--- src/hdl/rattr_pkg.sv ---
package rattr_pkg;

    localparam int HEADER_BYTES         = 20;
    localparam int VENDOR_SPECIFIC_TYPE = 26;
    localparam int CFG_INDEX_W          = 3;
    localparam int CFG_DATA_W           = 32;
    localparam int OFFSET_W             = 12;
    localparam int MIN_ATTR_LENGTH      = 2;
    localparam int MIN_VENDOR_LENGTH    = 8;

    typedef enum logic [CFG_INDEX_W-1:0] {
        CFG_TARGET_TYPE        = 3'd0,
        CFG_TARGET_VENDOR_ID   = 3'd1,
        CFG_TARGET_VENDOR_TYPE = 3'd2,
        CFG_TARGET_INSTANCE    = 3'd3,
        CFG_START_OFFSET       = 3'd4
    } cfg_reg_t;

    typedef struct packed {
        logic [7:0] packet_byte;
        logic       first_byte;
        logic       last_byte;
    } pkt_beat_t;

    typedef struct packed {
        logic                found;
        logic                malformed;
        logic [OFFSET_W-1:0] match_offset;
        logic [7:0]          match_length;
        logic [OFFSET_W-1:0] next_offset;
    } result_t;

    typedef struct packed {
        logic [7:0]          target_type;
        logic [31:0]         target_vendor_id;
        logic [7:0]          target_vendor_type;
        logic [7:0]          target_instance;
        logic [OFFSET_W-1:0] start_offset;
    } search_cfg_t;

endpackage

--- src/hdl/rattr_cfg.sv ---
module rattr_cfg (
    input  logic                                  clk,
    input  logic                                  rst_n,
    input  logic                                  wr_en,
    input  logic [rattr_pkg::CFG_INDEX_W-1:0]     wr_index,
    input  logic [rattr_pkg::CFG_DATA_W-1:0]      wr_data,
    output rattr_pkg::search_cfg_t                cfg
);
    import rattr_pkg::*;

    search_cfg_t cfg_reg;
    search_cfg_t cfg_next;

    always_comb
    begin
        cfg_next = cfg_reg;
        if (wr_en)
        begin
            case (cfg_reg_t'(wr_index))
                CFG_TARGET_TYPE:        cfg_next.target_type        = wr_data[7:0];
                CFG_TARGET_VENDOR_ID:   cfg_next.target_vendor_id   = wr_data[31:0];
                CFG_TARGET_VENDOR_TYPE: cfg_next.target_vendor_type = wr_data[7:0];
                CFG_TARGET_INSTANCE:    cfg_next.target_instance    = wr_data[7:0];
                CFG_START_OFFSET:       cfg_next.start_offset       = wr_data[OFFSET_W-1:0];
                default:                cfg_next = cfg_reg;
            endcase
        end
    end

    always_ff @(posedge clk or negedge rst_n)
    begin
        if (!rst_n)
        begin
            cfg_reg <= '0;
        end
        else
        begin
            cfg_reg <= cfg_next;
        end
    end

    assign cfg = cfg_reg;

endmodule

--- src/hdl/rattr_walk.sv ---
module rattr_walk #(
    parameter int MAX_PACKET_BYTES = 4096
) (
    input  logic                   clk,
    input  logic                   rst_n,
    input  logic                   step,
    input  rattr_pkg::pkt_beat_t   beat,
    input  rattr_pkg::search_cfg_t cfg,
    output logic                   emit,
    output rattr_pkg::result_t     result
);
    import rattr_pkg::*;

    localparam int POS_W  = $clog2(MAX_PACKET_BYTES + 1);
    localparam int ATTR_W = (POS_W > OFFSET_W) ? POS_W : OFFSET_W;
    localparam int CMP_W  = ((ATTR_W > 16) ? ATTR_W : 16) + 1;
    localparam int WALK_LIMIT = MAX_PACKET_BYTES - HEADER_BYTES;

    logic [POS_W-1:0]  pos_reg,    pos_next,    cur_pos;
    logic [15:0]       dlen_reg,   dlen_next,   cur_dlen;
    logic [ATTR_W-1:0] astart_reg, astart_next, cur_astart;
    logic [7:0]        atype_reg,  atype_next,  cur_atype;
    logic [7:0]        alen_reg,   alen_next,   cur_alen;
    logic [31:0]       vid_reg,    vid_next,    cur_vid;
    logic [7:0]        vtype_reg,  vtype_next,  cur_vtype;
    logic [7:0]        count_reg,  count_next,  cur_count;
    logic              done_reg,   done_next,   cur_done;
    logic              active_reg, active_next, cur_active;

    logic [CMP_W-1:0]  p_ext;
    logic [CMP_W-1:0]  as_ext;
    logic [CMP_W-1:0]  plen_ext;
    logic [CMP_W-1:0]  rel_pos;
    logic [CMP_W-1:0]  adv_sum;
    logic              adv;
    logic              vendor_hit;
    logic [7:0]        b;

    function automatic logic [OFFSET_W-1:0] sat_offset(input logic [CMP_W-1:0] v);
        logic [OFFSET_W-1:0] r;
        if (v > CMP_W'((1 << OFFSET_W) - 1))
            r = '1;
        else
            r = v[OFFSET_W-1:0];
        return r;
    endfunction

    always_comb
    begin
        b = beat.packet_byte;

        // a new packet starts from a clean slate
        if (beat.first_byte)
        begin
            cur_pos    = '0;
            cur_dlen   = '0;
            cur_astart = ATTR_W'(cfg.start_offset);
            cur_atype  = '0;
            cur_alen   = '0;
            cur_vid    = '0;
            cur_vtype  = '0;
            cur_count  = '0;
            cur_done   = 1'b0;
            cur_active = 1'b1;
        end
        else
        begin
            cur_pos    = pos_reg;
            cur_dlen   = dlen_reg;
            cur_astart = astart_reg;
            cur_atype  = atype_reg;
            cur_alen   = alen_reg;
            cur_vid    = vid_reg;
            cur_vtype  = vtype_reg;
            cur_count  = count_reg;
            cur_done   = done_reg;
            cur_active = active_reg;
        end

        pos_next    = cur_pos;
        dlen_next   = cur_dlen;
        astart_next = cur_astart;
        atype_next  = cur_atype;
        alen_next   = cur_alen;
        vid_next    = cur_vid;
        vtype_next  = cur_vtype;
        count_next  = cur_count;
        done_next   = cur_done;
        active_next = cur_active;

        emit       = 1'b0;
        result     = '0;
        adv        = 1'b0;
        vendor_hit = (cur_vid == cfg.target_vendor_id) &&
                     (cur_vtype == cfg.target_vendor_type);

        p_ext    = CMP_W'(cur_pos) - CMP_W'(HEADER_BYTES);
        as_ext   = CMP_W'(cur_astart);
        plen_ext = (cur_dlen >= 16'(HEADER_BYTES)) ?
                   CMP_W'(cur_dlen) - CMP_W'(HEADER_BYTES) : '0;
        rel_pos  = p_ext - as_ext;

        if (!cur_done)
        begin
            if (cur_pos < POS_W'(MAX_PACKET_BYTES))
            begin
                pos_next = cur_pos + POS_W'(1);
                if (cur_pos == POS_W'(2))
                    dlen_next = {b, cur_dlen[7:0]};
                else if (cur_pos == POS_W'(3))
                    dlen_next = {cur_dlen[15:8], b};

                if ((cur_pos >= POS_W'(HEADER_BYTES)) && cur_active && (p_ext >= as_ext))
                begin
                    if (rel_pos == '0)
                    begin
                        if (as_ext >= plen_ext)
                            active_next = 1'b0;
                        else
                            atype_next = b;
                    end
                    else if (rel_pos == CMP_W'(1))
                    begin
                        alen_next = b;
                        if (b < 8'(MIN_ATTR_LENGTH))
                        begin
                            active_next      = 1'b0;
                            emit             = 1'b1;
                            result.malformed = 1'b1;
                        end
                        else if (cur_atype != cfg.target_type)
                        begin
                            adv = 1'b1;
                        end
                        else if (cur_atype != 8'(VENDOR_SPECIFIC_TYPE))
                        begin
                            if (cur_count == cfg.target_instance)
                            begin
                                emit                = 1'b1;
                                result.found        = 1'b1;
                                result.match_offset = sat_offset(as_ext);
                                result.match_length = b;
                                result.next_offset  = sat_offset(as_ext + CMP_W'(b));
                            end
                            else
                            begin
                                if (cur_count != 8'hFF)
                                    count_next = cur_count + 8'd1;
                                adv = 1'b1;
                            end
                        end
                        else if (b < 8'(MIN_VENDOR_LENGTH))
                        begin
                            adv = 1'b1;
                        end
                    end
                    else if ((cur_atype == 8'(VENDOR_SPECIFIC_TYPE)) &&
                             (cur_atype == cfg.target_type) && (rel_pos <= CMP_W'(7)))
                    begin
                        if (rel_pos <= CMP_W'(5))
                        begin
                            vid_next = {cur_vid[23:0], b};
                        end
                        else if (rel_pos == CMP_W'(6))
                        begin
                            vtype_next = b;
                        end
                        else if (vendor_hit && (cur_count == cfg.target_instance))
                        begin
                            emit                = 1'b1;
                            result.found        = 1'b1;
                            result.match_offset = sat_offset(as_ext + CMP_W'(6));
                            result.match_length = b;
                            result.next_offset  = sat_offset(as_ext + CMP_W'(cur_alen));
                        end
                        else
                        begin
                            if (vendor_hit && (cur_count != 8'hFF))
                                count_next = cur_count + 8'd1;
                            adv = 1'b1;
                        end
                    end
                end
            end

            // end of packet without an earlier result
            if (!emit && beat.last_byte)
            begin
                emit   = 1'b1;
                result = '0;
            end
        end

        adv_sum = as_ext + CMP_W'(alen_next);
        if (adv)
        begin
            if (adv_sum >= CMP_W'(WALK_LIMIT))
                active_next = 1'b0;
            else
                astart_next = adv_sum[ATTR_W-1:0];
        end

        if (emit)
            done_next = 1'b1;
    end

    always_ff @(posedge clk or negedge rst_n)
    begin
        if (!rst_n)
        begin
            pos_reg    <= '0;
            dlen_reg   <= '0;
            astart_reg <= '0;
            atype_reg  <= '0;
            alen_reg   <= '0;
            vid_reg    <= '0;
            vtype_reg  <= '0;
            count_reg  <= '0;
            done_reg   <= 1'b0;
            active_reg <= 1'b0;
        end
        else if (step)
        begin
            pos_reg    <= pos_next;
            dlen_reg   <= dlen_next;
            astart_reg <= astart_next;
            atype_reg  <= atype_next;
            alen_reg   <= alen_next;
            vid_reg    <= vid_next;
            vtype_reg  <= vtype_next;
            count_reg  <= count_next;
            done_reg   <= done_next;
            active_reg <= active_next;
        end
    end

endmodule

--- src/hdl/radius_attribute_finder.sv ---
// RADIUS attribute search, one packet byte per beat.
//
// pkt channel: one beat per packet byte, header included. first_byte marks
// the start of a packet and reloads the walk from start_offset; last_byte
// closes the packet. res channel: at most one beat per packet, either the
// requested attribute (found), a malformed stop, or not found at last_byte.
// cfg channel: register writes by index, always ready; write only while the
// block is idle.
//
// A byte taken into the input register is walked combinationally; its result
// goes into the result register as the walk steps. Throughput: one byte per
// cycle unless the result stalls, set by the combinational walker update. A
// stalled result holds; an empty input register still takes one more byte,
// then pkt_ready drops until the result is taken.
//
// Reset clears the configuration to zero, the walk state and the valid
// flags of both registers; bytes seen before any first_byte match nothing,
// as the walk is inactive, though a last_byte still gives a not-found result.
module radius_attribute_finder #(
    parameter int MAX_PACKET_BYTES = 4096
) (
    input  logic                              clk,
    input  logic                              rst_n,
    input  logic                              pkt_valid,
    output logic                              pkt_ready,
    input  rattr_pkg::pkt_beat_t              pkt_data,
    output logic                              res_valid,
    input  logic                              res_ready,
    output rattr_pkg::result_t                res_data,
    input  logic                              cfg_valid,
    output logic                              cfg_ready,
    input  logic [rattr_pkg::CFG_INDEX_W-1:0] cfg_index,
    input  logic [rattr_pkg::CFG_DATA_W-1:0]  cfg_data
);
    import rattr_pkg::*;

    search_cfg_t cfg;
    pkt_beat_t   beat_reg;
    logic        beat_valid_reg;
    logic        beat_valid_next;
    result_t     res_reg;
    logic        res_valid_reg;
    logic        res_valid_next;
    result_t     walk_result;
    logic        walk_emit;
    logic        step;

    assign cfg_ready = 1'b1;

    rattr_cfg u_cfg (
        .clk      (clk),
        .rst_n    (rst_n),
        .wr_en    (cfg_valid),
        .wr_index (cfg_index),
        .wr_data  (cfg_data),
        .cfg      (cfg)
    );

    // advance the walk only when the result register can take what it yields
    assign step      = beat_valid_reg && (!res_valid_reg || res_ready);
    assign pkt_ready = !beat_valid_reg || step;

    rattr_walk #(
        .MAX_PACKET_BYTES (MAX_PACKET_BYTES)
    ) u_walk (
        .clk    (clk),
        .rst_n  (rst_n),
        .step   (step),
        .beat   (beat_reg),
        .cfg    (cfg),
        .emit   (walk_emit),
        .result (walk_result)
    );

    always_comb
    begin
        beat_valid_next = beat_valid_reg;
        if (pkt_valid && pkt_ready)
            beat_valid_next = 1'b1;
        else if (step)
            beat_valid_next = 1'b0;

        res_valid_next = res_valid_reg;
        if (step)
            res_valid_next = walk_emit;
        else if (res_ready)
            res_valid_next = 1'b0;
    end

    always_ff @(posedge clk or negedge rst_n)
    begin
        if (!rst_n)
        begin
            beat_valid_reg <= 1'b0;
            res_valid_reg  <= 1'b0;
        end
        else
        begin
            beat_valid_reg <= beat_valid_next;
            res_valid_reg  <= res_valid_next;
        end
    end

    always_ff @(posedge clk)
    begin
        if (pkt_valid && pkt_ready)
            beat_reg <= pkt_data;
        if (step && walk_emit)
            res_reg <= walk_result;
    end

    assign res_valid = res_valid_reg;
    assign res_data  = res_reg;

`ifndef SYNTHESIS
    a_found_not_malformed: assert property (@(posedge clk) disable iff (!rst_n)
        res_valid |-> !(res_data.found && res_data.malformed))
        else $error("result flags both found and malformed");

    a_miss_fields_zero: assert property (@(posedge clk) disable iff (!rst_n)
        (res_valid && !res_data.found) |->
        (res_data.match_offset == '0 && res_data.match_length == '0 &&
         res_data.next_offset == '0))
        else $error("miss result carries nonzero fields");

    a_stall_only_when_full: assert property (@(posedge clk) disable iff (!rst_n)
        !pkt_ready |-> (beat_valid_reg && res_valid_reg && !res_ready))
        else $error("input stalled without a full pipeline");

    a_stalled_result_holds: assert property (@(posedge clk) disable iff (!rst_n)
        (res_valid_reg && !res_ready) |=> (res_valid_reg && $stable(res_reg)))
        else $error("pending result lost or changed");
`endif

endmodule
--- config.mk ---
export PLATFORM = sky130hd
export DESIGN_NAME = radius_attribute_finder
export DESIGN_NICKNAME = d
export VERILOG_FILES = /design/src/hdl/rattr_pkg.sv /design/src/hdl/rattr_cfg.sv /design/src/hdl/rattr_walk.sv /design/src/hdl/radius_attribute_finder.sv
export SDC_FILE = /design/constraint.sdc
export NUM_CORES = 1
export LEC_CHECK = 0
export BUFFER_PORTS_ARGS = -buffer_cell sky130_fd_sc_hd__buf_4
export CORE_UTILIZATION = 55
export DETAILED_ROUTE_END_ITERATION = 7
export PLACE_DENSITY = 0.73
export SYNTH_ARGS = -nofsm -noshare
export SYNTH_HDL_FRONTEND = slang
export SYNTH_HIERARCHICAL = 1
export SYNTH_SLANG_ARGS = --single-unit
--- constraint.sdc ---
create_clock -name clk -period 14.3 [get_ports clk]
set_clock_uncertainty 0.15 [all_clocks]
set_input_delay 2.86 -clock clk [delete_from_list [all_inputs] [get_ports clk]]
set_output_delay 2.86 -clock clk [all_outputs]
set_load 0.1 [all_outputs]
After elaboration in Yosys (flattened, before gate mapping). Cells that the tools add are included.

ROM bits: 0. Memory bits (writable): 0. Memories kept: 0. Bits in registers: 222. Bits in latches: 0. Output and inout bits: 37.

$mul: 0. $lt $le $gt $ge: 14. Bitwise logic cells: 3. Reductions and logical operators: 27. Muxes and demuxes: 118. Add/subtract/negate cells: 9. Div/mod/pow operators: 0. Equality and inequality tests: 16. Shift-type cells: 0.

Operators with widths (number): 32-bit 2-to-1 mux (17); 8-bit 2-to-1 mux (38); 13-bit 2-to-1 mux (6); 16-bit 2-to-1 mux (4); 17-bit by 12-bit > comparator with 1-bit output (second input constant) (3); 1-bit 2-to-1 mux (48); 12-bit 2-to-1 mux (4); 13-bit by 8-bit adder with 14-bit output (3); 17-bit by 3-bit <= comparator with 1-bit output (second input constant) (2); 32-bit == test (1); 13-bit by 2-bit == test with 1-bit output (second input constant) (2); 8-bit == test (3); 17-bit by 1-bit == test with 1-bit output (second input constant) (1); 17-bit by 3-bit == test with 1-bit output (second input constant) (1); 13-bit by 17-bit >= comparator with 1-bit output (1); 17-bit by 12-bit >= comparator with 1-bit output (second input constant) (1); 17-bit by 13-bit >= comparator with 1-bit output (1); 17-bit zero test (1); 17-bit 2-to-1 mux (1); 16-bit by 5-bit subtractor with 17-bit output (second input constant) (1); 17-bit by 13-bit subtractor with 17-bit output (1); 16-bit by 5-bit >= comparator with 1-bit output (second input constant) (1); 13-bit by 3-bit adder with 14-bit output (second input constant) (1); 13-bit by 5-bit subtractor with 14-bit output (second input constant) (1); 23 further kinds (44).

Depth between registers and ports, before layout. Gate-level depths: netlist of run 1.

Word-level depth: 18. Gate-level depth with buffers: 35. Gate-level depth less buffers: 28.

Modules after synthesis. The synthesis of run 1 kept the hierarchy.

By module, submodules not included: rattr_walk (cells an instance 1353, instances 1, area an instance 10791.6 um2); rattr_cfg (cells an instance 147, instances 1, area an instance 2728.9 um2); radius_attribute_finder (cells an instance 56, instances 1, area an instance 1443.9 um2).

Worst setup path after synthesis of run 1. Ideal clock, no wire load.

Path type: register to register. Start: register beat_reg[1] (netlist bit). End: register u_walk.astart_reg[11]. Stages on the path, launching flop included: 31. Data arrival time: 7.169 ns. Path slack: 6.854 ns. Buffers on the path: 10. Clock period less this slack: 7.446 ns. Setup time: 0.127 ns. Data required time: 14.023 ns. Cells stage by stage: edfxtp_1 buf_2 clkbuf_1 clkbuf_1 buf_1 clkbuf_1 mux2i_1 ha_1 buf_6 or3b_1 o21ai_0 o31ai_1 and2_1 buf_2 or4_1 buf_2 nor4_4 and2_1 buf_4 mux2_1 ha_1 and3_1 a211o_1 nor4_1 nor3_1 xor2_1 nand4_1 nand4_1 nand2b_1 buf_2 a311o_1.

RTL lines: start: declaration (RTL line radius_attribute_finder.sv:38) `pkt_beat_t beat_reg;`; start signal: assignment (RTL line radius_attribute_finder.sv:107) `beat_reg <= pkt_data;`; 13-bit 2-to-1 mux (RTL line rattr_walk.sv:53) `if (beat.first_byte)`; 13-bit by 5-bit subtractor with 14-bit output (RTL line rattr_walk.sv:97) `p_ext = CMP_W'(cur_pos) - CMP_W'(HEADER_BYTES);`; 17-bit by 13-bit subtractor with 17-bit output (RTL line rattr_walk.sv:101) `rel_pos = p_ext - as_ext;`; 17-bit by 1-bit == test with 1-bit output (RTL line rattr_walk.sv:122) `else if (rel_pos == CMP_W'(1))`; 8-bit 2-to-1 mux (RTL line rattr_walk.sv:122); 8-bit 2-to-1 mux (RTL line rattr_walk.sv:115) `if (rel_pos == '0)`; 8-bit 2-to-1 mux (RTL line rattr_walk.sv:113) `if ((cur_pos >= POS_W'(HEADER_BYTES)) && cur_active && (p_ext >= as_ext))`; 8-bit 2-to-1 mux (RTL line rattr_walk.sv:105) `if (cur_pos < POS_W'(MAX_PACKET_BYTES))`; 8-bit 2-to-1 mux (*) (RTL line rattr_walk.sv:103) `if (!cur_done)`; via u_walk.alen_next[3] (RTL line rattr_walk.sv:23) `logic [7:0] alen_reg, alen_next, cur_alen;`; 13-bit by 8-bit adder with 14-bit output (*) (RTL line rattr_walk.sv:194) `adv_sum = as_ext + CMP_W'(alen_next);`; 17-bit by 12-bit >= comparator with 1-bit output (RTL line rattr_walk.sv:197) `if (adv_sum >= CMP_W'(WALK_LIMIT))`; 13-bit 2-to-1 mux (*) (RTL line rattr_walk.sv:197); 13-bit 2-to-1 mux (*) (RTL line rattr_walk.sv:195) `if (adv)`; end signal: assignment (RTL line rattr_walk.sv:226) `astart_reg <= astart_next;`; end: declaration (RTL line rattr_walk.sv:21) `logic [ATTR_W-1:0] astart_reg, astart_next, cur_astart;`.

The timed path passes the listed nets; every way through them passes the cells marked *. A chain may end at the register's enable or synchronous reset.

Final worst setup path of run 1. Same ends and word-level chain as after synthesis.

==> results of run 1 <==
==> path summary, 6_finish.rpt <==
check	from	cells after the start	end
setup / recovery	beat_reg[1]	26	u_walk/astart_reg[11]
hold / removal	u_walk/pos_reg[0]	2	u_walk/pos_reg[0]
setup reg to reg	beat_reg[1]	26	u_walk/astart_reg[11]
hold reg to reg	u_walk/pos_reg[0]	2	u_walk/pos_reg[0]
max in group asynchronous	rst_n	2	u_walk/alen_reg[1]
min in group asynchronous	rst_n	1	u_walk/vid_reg[25]
==> layout by cell type (no fill, tap or decap), drive strengths merged, types with 10 or more instances in the layout <==
cell type	netlist	routed
nand4	23	23
nand2	130	130
nor2b	29	29
a221oi	12	12
or4	14	14
and3	21	21
and2	10	10
nor4	17	17
nor3	41	41
a21oi	58	58
a221o	10	10
nand3	47	47
dfrtp	178	178
nor4bb	16	16
o32ai	11	11
o211ai	16	16
nand3b	11	11
buf	30	114
clkinv	1	14
or3	16	16
nand2b	12	12
mux2i	23	23
inv	58	58
a21o	18	18
o21a	10	10
ha	61	61
a211oi	12	12
nor2	135	135
a31oi	20	20
edfxtp	44	44
xor2	25	25
a22oi	19	19
a22o	45	45
clkbuf	49	32
mux2	76	76
xnor2	40	40
o21ai	92	92
==> kinds of logic after synthesis <==
family                   after synthesis
AND/OR/NAND/NOR                      555
AO/OA/AOI/OAI                        411
flip-flops                           222
buffers and inverters                138
multiplexers                          99
adder cells (fa/ha/maj)               65
XOR/XNOR                              65
other                                  1
==> worst min-delay path, delay by kind of cell, from the launching register on <==
family | cells | cell delay [ns]
flops | 1 | 0.34
compound gates | 1 | 0.06
simple gates | 1 | 0.05
==> layer usage <==
layer	wire length (um)	GRT usage (%)	up-vias
li1	-	-	5981
met1	19000	43.0	6348
met2	20400	51.9	516
met3	2760	4.30	95
met4	1800	12.8	0
met5	0	0	-
==> power by group through the flow <==
stage	Sequential [mW]	Combinational (mW)	Clock, mW
6_report	0.798	0.760	0.636
5_1_grt	0.808	0.830	0.673
4_1_cts	0.796	0.747	0.648
3_5_place_dp	0.806	0.743	0
3_3_place_gp	0.803	0.731	0
2_1_floorplan	0.815	0.517	0
==> final cells by class <==
class | instances | area (sq um) | area share, %
Clock inverter | 16 | 120 | 0.719
Multi-Input combinational cell | 1196 | 8600 | 51.5
Tap cell | 341 | 427 | 2.55
Clock buffer | 32 | 703 | 4.21
Sequential cell | 222 | 5780 | 34.6
Inverter | 59 | 221 | 1.33
Timing Repair Buffer | 114 | 860 | 5.14
==> per-stage QoR <==
stage / std cells / power (mW)
floorplan: 1556 / 1.33
finish: 1980 / 2.19
detailed placement: 1932 / 1.55
CTS: 1980 / 2.19
global placement: 1932 / 1.53
global route: 1980 / 2.31
==> results.json, run 1 <==
{
  "seqPwrFrac_pct": 36.4,
  "root_buffer": "clkbuf_16",
  "cp_data_required_time_ns": 14.62,
  "p_leak_nw": 7.02,
  "synth_edf_count": 44,
  "antenna_found_initial": 0,
  "fin_tns_setup_ns": 0,
  "post-route-util_pct": 62.4,
  "num_io_pins": 87,
  "maxCapViolCount": 0,
  "cts_resized": 0,
  "numCtsBuffers": 26,
  "core_sq_um": 26800,
  "finalHoldViolCount": 0,
  "ys_warn_count": 6,
  "synth_fa_ha_area_share_pct": 5.64,
  "design_area_sq_um": 16700,
  "first_pass_iters": 7,
  "finalMaxSlewViolations": 0,
  "path_class": "reg -> reg",
  "cts_hold_buf": 0,
  "min_period_ns": 8.98,
  "die_area_sq_um": 27900,
  "h-tree-depth": 1,
  "syn-num-nets": 1671,
  "start_util_pct": 55.8,
  "die_h_um": 167,
  "setup_viol": 0,
  "ys.flop_type": "dfrtp_1",
  "overflow": 0,
  "yosysUniqueCellTypes": 99,
  "routed_via_density": 6.54,
  "synth_commonest_cells": "dfrtp_1, nor2_1, nand2_1, o21ai_0, ha_1",
  "clock-sinks": 222,
  "slew_headroom_pct": 22.8,
  "routed_wl_mm": 44.0,
  "netlist_area_sq_um": 15000,
  "cp-end-kind": "register",
  "rsz0062_at_grt": "no",
  "synth_xor_area_share_pct": 3.80,
  "crit_path_max_incr_delay_ns": 0.69,
  "nets": 1734,
  "clkTransAtPathRegs_ns": 0.06,
  "synth_seq_cells": 222,
  "vdd_drop_max_v": 0.0000938,
  "power_density_nw_per_um2": 131,
  "die_width_um": 167,
  "synth_compound_area_share_pct": 20.1,
  "combPwrFrac_pct": 34.7,
  "timing.hold.ws_ns": 0.341,
  "p_int_mw": 1.38,
  "synth_most_common_cell": "dfrtp_1",
  "numPortBuffers": 85,
  "setup_ws_ns": 5.32,
  "synth_cells": 1556,
  "path_buf_inv": 4,
  "synth_top_area_cell": "dfrtp_1",
  "p_sw_mw": 0.813,
  "regToRegSetupSlack_ns": 5.32,
  "place_congestion": 0.963,
  "max_freq_mhz": 111,
  "largest_register_ffs": 68,
  "post_dp_cell_area_sq_um": 15900,
  "pwr-share-clk_pct": 29.0,
  "finalCritPeriodShare_pct": 62.8,
  "pre_cts_slack_ns": 5.59,
  "rows": 60,
  "cts_tree": "built",
  "fillers": 2298,
  "post_cts_buffers": 0,
  "worstPathMaxFanout": 54,
  "yosysSeqAreaShare_pct": 38.6,
  "syn-mean-instance-area_sq_um": 9.62,
  "crit_top_cell": "inv_1",
  "cpMaxStageDelayCell": "nor4_4",
  "min_path_type": "reg -> reg",
  "clk_latency_ns": 0.55,
  "hpwl_mm": 31.2,
  "area_delta_synth_final_pct": 11.7,
  "swShare_pct": 37.0,
  "synth.area.mux_share_pct": 8.01,
  "start_kind": "register",
  "synth.area.top_cells": "dfrtp_1, edfxtp_1, ha_1, nor2_1, nand2_1",
  "critPathTopFamily": "simple AND/OR/NAND/NOR gates",
  "yosysTopAreaCellShare_pct": 29.8,
  "synth_top_family_by_area": "compound AO/OA/AOI/OAI gates",
  "grt_max_degree": 109,
  "grt_pass1_vias": 12400,
  "first_iter_violations": 1211,
  "drive_above_1_share_pct": 16.3,
  "vias": 12900,
  "clockBufferDepth": 3,
  "worst_slew_pin_slew_ns": 1.16,
  "grt_pass1_wl_mm": 70.0,
  "async_flop_share_pct": 80.2,
  "ant_nets": 0,
  "antennaDiodeCount": 0,
  "cp.arrival_ns": 9.30,
  "status": "finished clean",
  "synth_simple_gate_area_share_pct": 19.6,
  "wl_per_cell_um": 22.2,
  "grt.total_usage_pct": 31.9,
  "drc_errors": 0
}
(Power assumes the default switching activity.)
==> run 2: changes to the inputs <==
Settings changed: PLACE_DENSITY 0.73 to 0.76.
Clock period 14.3 ns to 7.68 ns, I/O delays scaled along.
==> results.json, run 2 (synthesis results as in run 1) <==
{
  "cp_data_required_time_ns": 7.96,
  "ant_nets": 0,
  "vdd_drop_max_v": 0.000174,
  "clk_latency_ns": 0.56,
  "min_path_type": "reg -> reg",
  "status": "finished clean",
  "final_common_cell": "dfrtp_1",
  "place_congestion": 0.997,
  "hold_depth": 1,
  "fin_tns_setup_ns": 0,
  "antenna_found_initial": 0,
  "cp.arrival_ns": 7.58,
  "hpwl_mm": 31.0,
  "maxCapViolCount": 0,
  "routed_via_density": 6.60,
  "clockBufferDepth": 3,
  "path_buf_inv": 2,
  "crit_path_max_incr_delay_ns": 0.53,
  "critPathTopFamily": "simple AND/OR/NAND/NOR gates",
  "design_area_sq_um": 16900,
  "numCtsBuffers": 25,
  "h-tree-depth": 1,
  "largest_register_ffs": 68,
  "num_io_pins": 87,
  "drive_above_1_share_pct": 17.0,
  "worstReg2RegEnd": "u_walk/astart_reg[8]",
  "wl_per_cell_um": 21.8,
  "setup_ws_ns": 0.378,
  "cts_hold_buf": 0,
  "dp_cells": 1946,
  "first_pass_iters": 7,
  "cts_tree": "built",
  "grt_max_degree": 111,
  "worstPathMaxFanout": 14,
  "worstRegToRegCells": 26,
  "power_density_nw_per_um2": 248,
  "die_width_um": 167,
  "final_cell_mix": "dfrtp_1, nor2_1, nand2_1, buf_4, o21ai_0",
  "finalHoldViolCount": 0,
  "pre_cts_slack_ns": 0.525,
  "root_buffer": "clkbuf_16",
  "die_h_um": 167,
  "cpMaxStageDelayCell": "a2111o_1",
  "core_sq_um": 26800,
  "die_area_sq_um": 27900,
  "finalMaxSlewViolations": 0,
  "vias": 13100,
  "regToRegSetupSlack_ns": 0.38,
  "first_iter_violations": 1341,
  "path_class": "reg -> reg",
  "crit_top_cell": "ha_1",
  "grt.total_usage_pct": 31.2,
  "nets": 1747,
  "start_kind": "register",
  "overflow": 0,
  "cts_resized": 0,
  "max_freq_mhz": 137,
  "min_period_ns": 7.30,
  "clock-sinks": 222,
  "worst_slew_pin_slew_ns": 1.05,
  "grt_pass1_wl_mm": 68.8,
  "numPortBuffers": 85,
  "start_util_pct": 55.8,
  "setup_viol": 0,
  "rows": 60,
  "cp-end-kind": "register",
  "post_cts_buffers": 0,
  "r2r_start": "beat_reg[1]",
  "p_total_mw": 4.19,
  "slew_headroom_pct": 29.9,
  "grt_pass1_vias": 12600,
  "finalCritPeriodShare_pct": 95.1,
  "clkTransAtPathRegs_ns": 0.06,
  "antennaDiodeCount": 0,
  "post_dp_cell_area_sq_um": 16000,
  "rsz0062_at_grt": "no",
  "hp-start": "u_walk/alen_reg[6]",
  "p_leak_nw": 7.12,
  "instances_no_fill": 1992,
  "drc_errors": 0,
  "routed_wl_mm": 43.5,
  "area_delta_synth_final_pct": 12.7,
  "min_to": "u_walk/alen_reg[6]"
}
==> run 2: layout make-up <==
type                       instances  area, sq um
clock buffer                      34          711
clock inverter                    12          153
fill                            2227         9930
inverter                          59          221
multi-input combinational       1196         8600
sequential                       222         5780
tap                              341          427
timing repair buffer             128          977
==> run 2: power breakdown <==
group	switching (mW)	total, mW	internal, mW	leakage [nW]
sequential	0.134	1.47	1.34	2.73
clock	0.506	1.26	0.752	0.428
combinational	0.891	1.46	0.570	3.96
total	1.53	4.19	2.66	7.12
==> run 2: worst max-delay path by stage <==
| stage | end | cells past startpoint | from | slack, ns |
|---|---|---|---|---|
| floorplan | u_walk/astart_reg[11] | 30 | beat_reg[1] | 0.23 |
| global placement | u_walk/astart_reg[11] | 26 | beat_reg[1] | 0.64 |
| detailed placement | u_walk/astart_reg[11] | 26 | beat_reg[1] | 0.53 |
| CTS | u_walk/astart_reg[8] | 26 | beat_reg[1] | 0.47 |
| global route | u_walk/astart_reg[8] | 26 | beat_reg[1] | 0.004 |
| finish | u_walk/astart_reg[8] | 26 | beat_reg[1] | 0.38 |
==> run 2: through the flow <==
stage	utilization, %	hold slack (ns)
detailed placement	59.7	0.324
global placement	59.7	0.324
CTS	62.9	0.347
floorplan	-	0.300
finish	62.9	0.343
global route	62.9	0.359
==> run 2: metal layers <==
| layer | track usage, % | up-vias | part of all wire, % |
|---|---|---|---|
| li1 | - | 6006 | - |
| met1 | 40.2 | 6410 | 41 |
| met2 | 50.8 | 593 | 46 |
| met3 | 5.13 | 137 | 7.6 |
| met4 | 16.1 | 0 | 5.3 |
| met5 | 0 | - | 0 |
